<file path="src/rtl/wgpg_pkg.sv">
`timescale 1ns / 1ps
// Shared types, constants and ROM functions for the wave gradient pixel generator.
// Depends on nothing; every other file imports it.
package wgpg_pkg;

	localparam int unsigned COLUMNS = 160;
	localparam int unsigned ROWS    = 128;

	localparam int unsigned CFG_IDX_W = 2;
	localparam int unsigned CFG_DAT_W = 8;

	localparam logic [CFG_IDX_W-1:0] CFG_TOP_ROW    = 2'd0;
	localparam logic [CFG_IDX_W-1:0] CFG_BOTTOM_ROW = 2'd1;
	localparam logic [CFG_IDX_W-1:0] CFG_PHASE_STEP = 2'd2;

	localparam logic [6:0] TOP_ROW_RST    = 7'd50;
	localparam logic [7:0] BOTTOM_ROW_RST = 8'd110;
	localparam logic [7:0] PHASE_STEP_RST = 8'd3;

	localparam logic [7:0] BAND_GAP = 8'd10;

	typedef struct packed {
		logic       mode;
		logic [7:0] column;
		logic [6:0] row;
	} pix_t;

	typedef struct packed {
		logic        drawn;
		logic [15:0] color;
	} res_t;

	typedef struct packed {
		logic       live;
		logic [6:0] row;
		logic [7:0] y1;
		logic [7:0] y2;
	} wave_t;

	typedef struct packed {
		logic        drawn;
		logic        solid;
		logic [12:0] num;
		logic [7:0]  span;
	} band_t;

	typedef struct packed {
		logic       drawn;
		logic       solid;
		logic [5:0] idx;
	} shade_t;

	localparam logic [7:0] QSINE [65] = '{
		8'd0,   8'd3,   8'd6,   8'd9,   8'd12,  8'd16,  8'd19,  8'd22,
		8'd25,  8'd28,  8'd31,  8'd34,  8'd37,  8'd40,  8'd43,  8'd46,
		8'd49,  8'd52,  8'd55,  8'd57,  8'd60,  8'd63,  8'd66,  8'd68,
		8'd71,  8'd73,  8'd76,  8'd78,  8'd81,  8'd83,  8'd86,  8'd88,
		8'd90,  8'd92,  8'd94,  8'd97,  8'd99,  8'd101, 8'd102, 8'd104,
		8'd106, 8'd108, 8'd109, 8'd111, 8'd112, 8'd114, 8'd115, 8'd117,
		8'd118, 8'd119, 8'd120, 8'd121, 8'd122, 8'd123, 8'd124, 8'd124,
		8'd125, 8'd126, 8'd126, 8'd127, 8'd127, 8'd127, 8'd127, 8'd127,
		8'd128
	};

	localparam logic [3:0] FADE_R_OFS [64] = '{
		4'd0,  4'd0,  4'd0,  4'd0,  4'd0,  4'd0,  4'd1,  4'd1,
		4'd1,  4'd1,  4'd1,  4'd2,  4'd2,  4'd2,  4'd2,  4'd2,
		4'd3,  4'd3,  4'd3,  4'd3,  4'd3,  4'd3,  4'd4,  4'd4,
		4'd4,  4'd4,  4'd4,  4'd5,  4'd5,  4'd5,  4'd5,  4'd5,
		4'd6,  4'd6,  4'd6,  4'd6,  4'd6,  4'd6,  4'd7,  4'd7,
		4'd7,  4'd7,  4'd7,  4'd8,  4'd8,  4'd8,  4'd8,  4'd8,
		4'd9,  4'd9,  4'd9,  4'd9,  4'd9,  4'd9,  4'd10, 4'd10,
		4'd10, 4'd10, 4'd10, 4'd11, 4'd11, 4'd11, 4'd11, 4'd11
	};

	localparam logic [5:0] FADE_G_OFS [64] = '{
		6'd0,  6'd0,  6'd1,  6'd2,  6'd3,  6'd4,  6'd5,  6'd6,
		6'd7,  6'd7,  6'd8,  6'd9,  6'd10, 6'd11, 6'd12, 6'd13,
		6'd14, 6'd15, 6'd15, 6'd16, 6'd17, 6'd18, 6'd19, 6'd20,
		6'd21, 6'd22, 6'd23, 6'd23, 6'd24, 6'd25, 6'd26, 6'd27,
		6'd28, 6'd29, 6'd30, 6'd30, 6'd31, 6'd32, 6'd33, 6'd34,
		6'd35, 6'd36, 6'd37, 6'd38, 6'd38, 6'd39, 6'd40, 6'd41,
		6'd42, 6'd43, 6'd44, 6'd45, 6'd46, 6'd46, 6'd47, 6'd48,
		6'd49, 6'd50, 6'd51, 6'd52, 6'd53, 6'd53, 6'd54, 6'd55
	};

	function automatic logic [7:0] sine_rom(input logic [7:0] k);
		logic [6:0] m;
		logic [6:0] j;
		logic [7:0] q;
		m = k[6:0];
		j = (m <= 7'd64) ? m : 7'(8'd128 - {1'b0, m});
		q = QSINE[j];
		if (!k[7]) begin
			return 8'd127 + q;
		end
		return (q == 8'd128) ? 8'd0 : 8'd127 - q;
	endfunction

	function automatic logic [15:0] fade_rom(input logic [5:0] idx);
		logic [4:0] r5;
		logic [5:0] g6;
		logic [4:0] b5;
		r5 = 5'd20 + {1'b0, FADE_R_OFS[idx]};
		g6 = 6'd8 + FADE_G_OFS[idx];
		b5 = (idx >= 6'd34) ? 5'd31 : 5'd30;
		return {r5, g6, b5};
	endfunction

endpackage

</file>
<file path="src/rtl/wgpg_wave.sv">
`timescale 1ns / 1ps
// Wave front end: sine lookups, weighted sums, wave top and raw band bottom.
// Three pipeline stages; uses wgpg_pkg.
module wgpg_wave import wgpg_pkg::*; (
	input  logic       clk,
	input  logic       arst_n,
	input  logic       up_valid,
	output logic       up_ready,
	input  pix_t       up,
	input  logic [7:0] phase,
	input  logic [6:0] top_row,
	output logic       dn_valid,
	input  logic       dn_ready,
	output wave_t      dn
);

	logic v_s1, v_s2, v_s3;
	logic rdy_s1, rdy_s2, rdy_s3;

	logic       live_s1, live_s2, live_s3;
	logic [6:0] row_s1, row_s2, row_s3;
	logic [7:0] sa_s1, sb_s1, sc_s1, sd_s1;
	logic [7:0] s_s2, f_s2;
	logic [7:0] y1_s3, y2_s3;

	logic [7:0]  ia, ib, ic, id;
	logic        on_canvas;
	logic [9:0]  s_sum, f_sum;
	logic [11:0] s_mul;
	logic [7:0]  y1_c;

	assign rdy_s3   = !v_s3 || dn_ready;
	assign rdy_s2   = !v_s2 || rdy_s3;
	assign rdy_s1   = !v_s1 || rdy_s2;
	assign up_ready = rdy_s1;

	assign ia = up.column + phase;
	assign ib = {up.column[6:0], 1'b0} - phase;
	assign ic = up.column - phase;
	assign id = {up.column[6:0], 1'b0} + {phase[6:0], 1'b0};
	assign on_canvas = (11'(up.column) < 11'(COLUMNS)) && (11'(up.row) < 11'(ROWS));

	assign s_sum = {2'b0, sa_s1} + {1'b0, sa_s1, 1'b0} + {2'b0, sb_s1};
	assign f_sum = {2'b0, sc_s1} + {1'b0, sc_s1, 1'b0} + {2'b0, sd_s1};

	assign s_mul = {1'b0, s_s2, 3'b0} + {2'b0, s_s2, 2'b0};
	assign y1_c  = {1'b0, top_row} + {3'b0, s_mul[11:7]};

	always_ff @(posedge clk or negedge arst_n) begin
		if (!arst_n) begin
			v_s1 <= 1'b0;
			v_s2 <= 1'b0;
			v_s3 <= 1'b0;
		end else begin
			if (rdy_s1) v_s1 <= up_valid;
			if (rdy_s2) v_s2 <= v_s1;
			if (rdy_s3) v_s3 <= v_s2;
		end
	end

	always_ff @(posedge clk) begin
		if (rdy_s1 && up_valid) begin
			live_s1 <= !up.mode && on_canvas;
			row_s1  <= up.row;
			sa_s1   <= sine_rom(ia);
			sb_s1   <= sine_rom(ib);
			sc_s1   <= sine_rom(ic);
			sd_s1   <= sine_rom(id);
		end
		if (rdy_s2 && v_s1) begin
			live_s2 <= live_s1;
			row_s2  <= row_s1;
			s_s2    <= s_sum[9:2];
			f_s2    <= f_sum[9:2];
		end
		if (rdy_s3 && v_s2) begin
			live_s3 <= live_s2;
			row_s3  <= row_s2;
			y1_s3   <= y1_c;
			y2_s3   <= y1_c + BAND_GAP + {4'b0, f_s2[7:4]};
		end
	end

	assign dn_valid = v_s3;
	assign dn.live  = live_s3;
	assign dn.row   = row_s3;
	assign dn.y1    = y1_s3;
	assign dn.y2    = y2_s3;

endmodule

</file>
<file path="src/rtl/wgpg_band.sv">
`timescale 1ns / 1ps
// Band classifier: clip the band bottom, pick solid or fade, form fade numerator.
// Two pipeline stages; uses wgpg_pkg.
module wgpg_band import wgpg_pkg::*; (
	input  logic       clk,
	input  logic       arst_n,
	input  logic       up_valid,
	output logic       up_ready,
	input  wave_t      up,
	input  logic [7:0] bottom_row,
	output logic       dn_valid,
	input  logic       dn_ready,
	output band_t      dn
);

	logic v_s1, v_s2;
	logic rdy_s1, rdy_s2;

	logic       live_s1;
	logic [6:0] row_s1;
	logic [7:0] y1_s1, y2_s1;
	band_t      res_s2;

	logic [7:0] r8;
	logic       solid, fade;
	logic [6:0] d;

	assign rdy_s2   = !v_s2 || dn_ready;
	assign rdy_s1   = !v_s1 || rdy_s2;
	assign up_ready = rdy_s1;

	assign r8    = {1'b0, row_s1};
	assign solid = (r8 >= y1_s1) && (r8 < y2_s1);
	assign fade  = (r8 >= y2_s1) && (r8 < bottom_row);
	assign d     = 7'(r8 - y2_s1);

	always_ff @(posedge clk or negedge arst_n) begin
		if (!arst_n) begin
			v_s1 <= 1'b0;
			v_s2 <= 1'b0;
		end else begin
			if (rdy_s1) v_s1 <= up_valid;
			if (rdy_s2) v_s2 <= v_s1;
		end
	end

	always_ff @(posedge clk) begin
		if (rdy_s1 && up_valid) begin
			live_s1 <= up.live && (up.y1 < bottom_row);
			row_s1  <= up.row;
			y1_s1   <= up.y1;
			y2_s1   <= (up.y2 > bottom_row) ? bottom_row : up.y2;
		end
		if (rdy_s2 && v_s1) begin
			res_s2.drawn <= live_s1 && (solid || fade);
			res_s2.solid <= solid;
			res_s2.num   <= {d, 6'b0} - {6'b0, d};
			res_s2.span  <= bottom_row - y2_s1;
		end
	end

	assign dn_valid = v_s2;
	assign dn       = res_s2;

endmodule

</file>
<file path="src/rtl/wgpg_div.sv">
`timescale 1ns / 1ps
// Pipelined restoring divider for the fade index, two quotient bits per stage.
// Three pipeline stages; uses wgpg_pkg.
module wgpg_div import wgpg_pkg::*; (
	input  logic   clk,
	input  logic   arst_n,
	input  logic   up_valid,
	output logic   up_ready,
	input  band_t  up,
	output logic   dn_valid,
	input  logic   dn_ready,
	output shade_t dn
);

	function automatic logic [13:0] div_bit(input logic [12:0] rem, input logic [12:0] dsh);
		logic ge;
		ge = (rem >= dsh);
		return {ge, ge ? rem - dsh : rem};
	endfunction

	logic v_s1, v_s2, v_s3;
	logic rdy_s1, rdy_s2, rdy_s3;

	logic        drawn_s1, drawn_s2, drawn_s3;
	logic        solid_s1, solid_s2, solid_s3;
	logic [7:0]  span_s1, span_s2;
	logic [12:0] rem_s1, rem_s2;
	logic [1:0]  q_s1;
	logic [3:0]  q_s2;
	logic [5:0]  q_s3;

	logic [13:0] b5, b4, b3, b2, b1, b0;

	assign rdy_s3   = !v_s3 || dn_ready;
	assign rdy_s2   = !v_s2 || rdy_s3;
	assign rdy_s1   = !v_s1 || rdy_s2;
	assign up_ready = rdy_s1;

	assign b5 = div_bit(up.num,    {up.span, 5'b0});
	assign b4 = div_bit(b5[12:0],  {1'b0, up.span, 4'b0});
	assign b3 = div_bit(rem_s1,    {2'b0, span_s1, 3'b0});
	assign b2 = div_bit(b3[12:0],  {3'b0, span_s1, 2'b0});
	assign b1 = div_bit(rem_s2,    {4'b0, span_s2, 1'b0});
	assign b0 = div_bit(b1[12:0],  {5'b0, span_s2});

	always_ff @(posedge clk or negedge arst_n) begin
		if (!arst_n) begin
			v_s1 <= 1'b0;
			v_s2 <= 1'b0;
			v_s3 <= 1'b0;
		end else begin
			if (rdy_s1) v_s1 <= up_valid;
			if (rdy_s2) v_s2 <= v_s1;
			if (rdy_s3) v_s3 <= v_s2;
		end
	end

	always_ff @(posedge clk) begin
		if (rdy_s1 && up_valid) begin
			drawn_s1 <= up.drawn;
			solid_s1 <= up.solid;
			span_s1  <= up.span;
			rem_s1   <= b4[12:0];
			q_s1     <= {b5[13], b4[13]};
		end
		if (rdy_s2 && v_s1) begin
			drawn_s2 <= drawn_s1;
			solid_s2 <= solid_s1;
			span_s2  <= span_s1;
			rem_s2   <= b2[12:0];
			q_s2     <= {q_s1, b3[13], b2[13]};
		end
		if (rdy_s3 && v_s2) begin
			drawn_s3 <= drawn_s2;
			solid_s3 <= solid_s2;
			q_s3     <= {q_s2, b1[13], b0[13]};
		end
	end

	assign dn_valid = v_s3;
	assign dn.drawn = drawn_s3;
	assign dn.solid = solid_s3;
	assign dn.idx   = q_s3;

endmodule

</file>
<file path="src/rtl/wave_gradient_pixel_generator.sv">
`timescale 1ns / 1ps
// Top level: configuration registers, wave phase, pipeline and output register.
// Depends on wgpg_pkg, wgpg_wave, wgpg_band and wgpg_div.
//
//  channel | direction | handshake              | payload
//  pix     | in        | pix_valid / pix_stall  | pix_t {mode, column, row}
//  res     | out       | res_valid / res_stall  | res_t {drawn, color}
//  cfg     | in        | cfg_valid / cfg_ready  | cfg_index, cfg_data
//
// One beat per cycle sustained while res is not stalled; nine registers from pix to res
// (3 wave stages, 2 band stages, 3 divider stages, output register), and a result
// passes through them in that order before it shows on res.
// Reset: top_row 50, bottom_row 110, phase_step 3, phase 0, pipeline empty.
// A stalled stage holds; stages behind it keep filling bubbles, so pix is taken
// while a result waits on res until the bubbles are used up. cfg is always ready.
module wave_gradient_pixel_generator import wgpg_pkg::*; (
	input  logic                 clk,
	input  logic                 arst_n,
	input  logic                 pix_valid,
	output logic                 pix_stall,
	input  pix_t                 pix,
	output logic                 res_valid,
	input  logic                 res_stall,
	output res_t                 res,
	input  logic                 cfg_valid,
	output logic                 cfg_ready,
	input  logic [CFG_IDX_W-1:0] cfg_index,
	input  logic [CFG_DAT_W-1:0] cfg_data
);

	logic [6:0] top_row_q;
	logic [7:0] bottom_row_q;
	logic [7:0] phase_step_q;
	logic [7:0] phase_q;

	logic   wave_ready, wave_valid, band_ready, band_valid, div_ready, div_valid;
	wave_t  wave;
	band_t  band;
	shade_t shade;

	logic res_v_s1;
	res_t res_s1;
	logic rdy_out;

	assign cfg_ready = 1'b1;
	assign pix_stall = !wave_ready;
	assign rdy_out   = !res_v_s1 || !res_stall;

	always_ff @(posedge clk or negedge arst_n) begin
		if (!arst_n) begin
			top_row_q    <= TOP_ROW_RST;
			bottom_row_q <= BOTTOM_ROW_RST;
			phase_step_q <= PHASE_STEP_RST;
		end else if (cfg_valid && cfg_ready) begin
			unique case (cfg_index)
				CFG_TOP_ROW:    top_row_q    <= cfg_data[6:0];
				CFG_BOTTOM_ROW: bottom_row_q <= cfg_data;
				CFG_PHASE_STEP: phase_step_q <= cfg_data;
				default: ;
			endcase
		end
	end

	// advance the phase when a frame beat is taken
	always_ff @(posedge clk or negedge arst_n) begin
		if (!arst_n) begin
			phase_q <= '0;
		end else if (pix_valid && !pix_stall && pix.mode) begin
			phase_q <= phase_q + phase_step_q;
		end
	end

	wgpg_wave u_wave (
		.clk      (clk),
		.arst_n   (arst_n),
		.up_valid (pix_valid),
		.up_ready (wave_ready),
		.up       (pix),
		.phase    (phase_q),
		.top_row  (top_row_q),
		.dn_valid (wave_valid),
		.dn_ready (band_ready),
		.dn       (wave)
	);

	wgpg_band u_band (
		.clk        (clk),
		.arst_n     (arst_n),
		.up_valid   (wave_valid),
		.up_ready   (band_ready),
		.up         (wave),
		.bottom_row (bottom_row_q),
		.dn_valid   (band_valid),
		.dn_ready   (div_ready),
		.dn         (band)
	);

	wgpg_div u_div (
		.clk      (clk),
		.arst_n   (arst_n),
		.up_valid (band_valid),
		.up_ready (div_ready),
		.up       (band),
		.dn_valid (div_valid),
		.dn_ready (rdy_out),
		.dn       (shade)
	);

	always_ff @(posedge clk or negedge arst_n) begin
		if (!arst_n) begin
			res_v_s1 <= 1'b0;
		end else if (rdy_out) begin
			res_v_s1 <= div_valid;
		end
	end

	always_ff @(posedge clk) begin
		if (rdy_out && div_valid) begin
			res_s1.drawn <= shade.drawn;
			if (!shade.drawn) begin
				res_s1.color <= '0;
			end else if (shade.solid) begin
				res_s1.color <= fade_rom(6'd0);
			end else begin
				res_s1.color <= fade_rom(shade.idx);
			end
		end
	end

	assign res_valid = res_v_s1;
	assign res       = res_s1;

endmodule

</file>
<file path="config.mk">
export PLATFORM = sky130hd
export DESIGN_NAME = wave_gradient_pixel_generator
export DESIGN_NICKNAME = d
export VERILOG_FILES = /design/src/rtl/wgpg_pkg.sv /design/src/rtl/wgpg_wave.sv /design/src/rtl/wgpg_band.sv /design/src/rtl/wgpg_div.sv /design/src/rtl/wave_gradient_pixel_generator.sv
export SDC_FILE = /design/constraint.sdc
export NUM_CORES = 1
export LEC_CHECK = 0
export ABC_AREA = 0
export BUFFER_PORTS_ARGS = -buffer_cell sky130_fd_sc_hd__buf_2
export CORE_ASPECT_RATIO = 0.5
export CORE_UTILIZATION = 60
export CTS_CLUSTER_DIAMETER = 80
export DETAILED_ROUTE_END_ITERATION = 12
export PLACE_DENSITY = 0.77
export SETUP_SLACK_MARGIN = 0.15
export SLEW_MARGIN = 25
export SYNTH_ARGS = -nofsm -noshare
export SYNTH_HDL_FRONTEND = slang
export SYNTH_SLANG_ARGS = --single-unit
</file>
<file path="constraint.sdc">
create_clock -name clk -period 7.36 [get_ports clk]
set_clock_uncertainty 0.1 [all_clocks]
set_input_delay 1.472 -clock clk [delete_from_list [all_inputs] [get_ports clk]]
set_output_delay 1.472 -clock clk [all_outputs]
set_load 0.02 [all_outputs]
</file>
==> impl_metrics.yaml <==
timing:
  period_minus_slack_ns: 6.175
  finalSetupViolations: 0
  fin_crit_sh_pct: 83.89
  max_slew_margin_pct: 31.31
  setup_tns_ns: 0
  rsz0062_at_grt: "false"
  slew_viol_final: 0
  max_clock_freq_ghz: 0.1620
  worst_slack_ns: 1.185
  finalHoldViolCount: 0
  tightest_slew_ns: 1.023
critical_path:
  regToRegSetupSlack_ns: 1.54
  path_class: "in -> reg"
  required_ns: 7.55
  reg2reg_to: "u_wave.sa_s1[3]"
  setup.worst_path.start_class: "input pin"
  reg2reg_depth: 21
  cp-end-kind: "flop"
  crit_fanout: 12
  rr_startpoint: "phase_q[0]"
  worstPathArrival_ns: 6.37
cts:
  clk_latency_ns: 0.54
  cts_buffer_depth: 3
  cts_buffers: 24
  ctsRootBufferMaster: "clkbuf_16"
  clk_pin_slew_ns: 0.07
  cts_tree: "built"
  htree_num_levels: 1
  post_cts_buffers: 0
  cts_sinks: 245
  cts-hold-fix-buffers: 0
  cts_resized: 0
routing:
  viasPerCell: 6.039
  drt_iter0_drc: 1072
  wl_per_cell_um: 17.04
  dr_total_vias: 14950
  postRouteAntennaNets: 0
  route.detailed.drc: 0
  wl_um: 42190
  drt_pass1_iterations: 7
worst_hold_path:
  min-delay-path-class: "reg -> reg"
  whs_path_depth: 0
  holdPathEnd: "u_band.row_s1[4]"
  min_from: "u_wave.row_s3[4]"
floorplan:
  row_count: 46
  ios: 51
  start_util_pct: 61.51
  die_h_um: 130.1
  core_area_um2: 32000
  fp.dieW_um: 258.1
  dieArea_um2: 33580
placement:
  dp_slack_ns: 0.6857
  place_congestion: 0.9500
  hpwl_um: 32250
  port_buffers: 49
logic_synthesis:
  synth_edf_count: 205
  ys.warnings.count: 0
  synth_cell_type_count: 109
  avgSynthCellArea_um2: 9.901
  ys_seq_area_share_pct: 36.42
  syn-num-nets: 2250
  synthArstFlopShare_pct: 16.33
  syn_inst: 1988
  synth-seq-cells: 245
  yosysTopAreaCellShare_pct: 31.28
  netlist_area_um2: 19680
  synth_flop_cell: "edfxtp_1"
  synth.area.top_cells: "edfxtp_1 31%, ha_1 13%, xnor2_1 3.8%"
  yosysTopAreaCell: "edfxtp_1"
run:
  cap_violations: 0
global_route:
  grt_first_pass_wirelength_um: 69430
  grt_overflow: 0
  grt_usage_pct: 25.34
  antenna_found_initial: 0
  grt_max_degree: 42
  grt_pass1_vias: 14040
final_layout:
  multi_input_area_um2: 11660
  fill_cells: 2536
  layout_commonest_cell: "edfxtp_1"
  nets: 2288
  final_cell_mix: "205 x edfxtp_1, 203 x ha_1, 158 x inv_1"
  drive_above_1_share_pct: 11.69
  syn2layout_area_growth_pct: 7.908
  regArea_um2: 7169
  antennaDiodeCount: 0
status:
  status: "finished clean"
through the flow:
stage               instance area, um2  cells  util [%]  hold WS (ns)
finish                           21240   2476     66.37        0.3036
global route                     21240   2476     66.37        0.3085
CTS                              21220   2475     66.31        0.3006
detailed placement               20380   2431     63.69        0.3045
global placement                 20350   2430     63.60        0.3010
floorplan                        19680   1988         -        0.3003
logic make-up (layout without fill, tap and decap cells):
kind of cell,Yosys count,in the layout,share of synthesized area [%]
other,1,1,0.01905
and+or+nand+nor,525,525,13.43
AOI/OAI and AO/OA,562,562,19.62
muxes,75,75,4.405
adders and majority gates,231,231,15.75
DFF,245,245,36.42
xor gates and xnor gates,126,126,5.797
buffers and inverters,223,279,4.552
synth_stat cells (14+ instances only):
cell and count:
ha_1 203, edfxtp_1 205, a21o_1 49, inv_1 158
nor2_1 116, and2_1 16, nor3_1 32, mux2i_1 27
nand3_1 44, nor2b_1 35, xnor2_1 86, buf_2 14
nand4_1 19, fa_1 28, nand2b_1 44, mux2_2 38
a21oi_1 129, clkbuf_1 34, o211ai_1 24, a211oi_1 20
and3_1 17, dfrtp_1 30, xor2_1 35, nand2_1 136
a31oi_1 26, o21ai_0 132
flip-flops by register name, summed over array words and instances (netlist names), 8 cells and up:
register	count
bottom_row_q	8
phase_q	8
phase_step_q	8
res	14
u_band.dn	23
u_band.y1_s1	8
u_band.y2_s1	8
u_div.rem_s1	13
u_div.rem_s2	13
u_div.span_s1	8
u_div.span_s2	8
u_wave.s_s2	8
u_wave.sa_s1	8
u_wave.sb_s1	8
u_wave.sc_s1	8
u_wave.sd_s1	8
u_wave.y1_s3	8
u_wave.y2_s3	8
area by class of cell:
type	count	area share, %
Tap cell	432	2.545
Inverter	165	2.916
Clock inverter	17	0.9190
Multi-Input combinational cell	1520	54.89
Timing Repair Buffer	70	1.944
Clock buffer	27	3.028
Sequential cell	245	33.76
critical path, cell delays in order:
cell and delay [ns]:
buf_2 0.15, inv_1 0.06, ha_1 0.22, fa_1 0.64
ha_1 0.42, and3_1 0.22, mux2i_1 0.08, a211o_1 0.38
and2_1 0.22, o21ai_1 0.17, inv_1 0.12, ha_1 0.29
nand3b_1 0.19, o21ai_0 0.08, a31oi_1 0.11, a2111oi_0 0.34
a211oi_1 0.12, and3_1 0.22, inv_1 0.09, ha_1 0.21
and3_1 0.24, nor2_1 0.06, mux2_2 0.27
how the worst max path moves through the flow:
stage                     startpoint         endpoint  slack (ns)
after global routing          pix[7]  u_wave.sc_s1[4]        0.84
after global placement        pix[7]  u_wave.sa_s1[6]        0.82
final                         pix[7]  u_wave.sc_s1[3]        1.19
after detailed placement      pix[7]  u_wave.sa_s1[6]        0.69
after CTS                     pix[7]  u_wave.sa_s1[6]        1.23
after floorplan               pix[7]  u_wave.sa_s1[6]        1.33
routing by layer:
metal  routed length (um)  track usage (%)  share of wire (%)
met5                    0                0                  0
met3                 2027            3.535                4.8
met4                  905            5.987                2.1
met1                18790            32.51                 45
met2                20470            45.78                 49
Power is not shown: default switching activity piles up to over one toggle a cycle in this logic, so the estimate is an artifact.
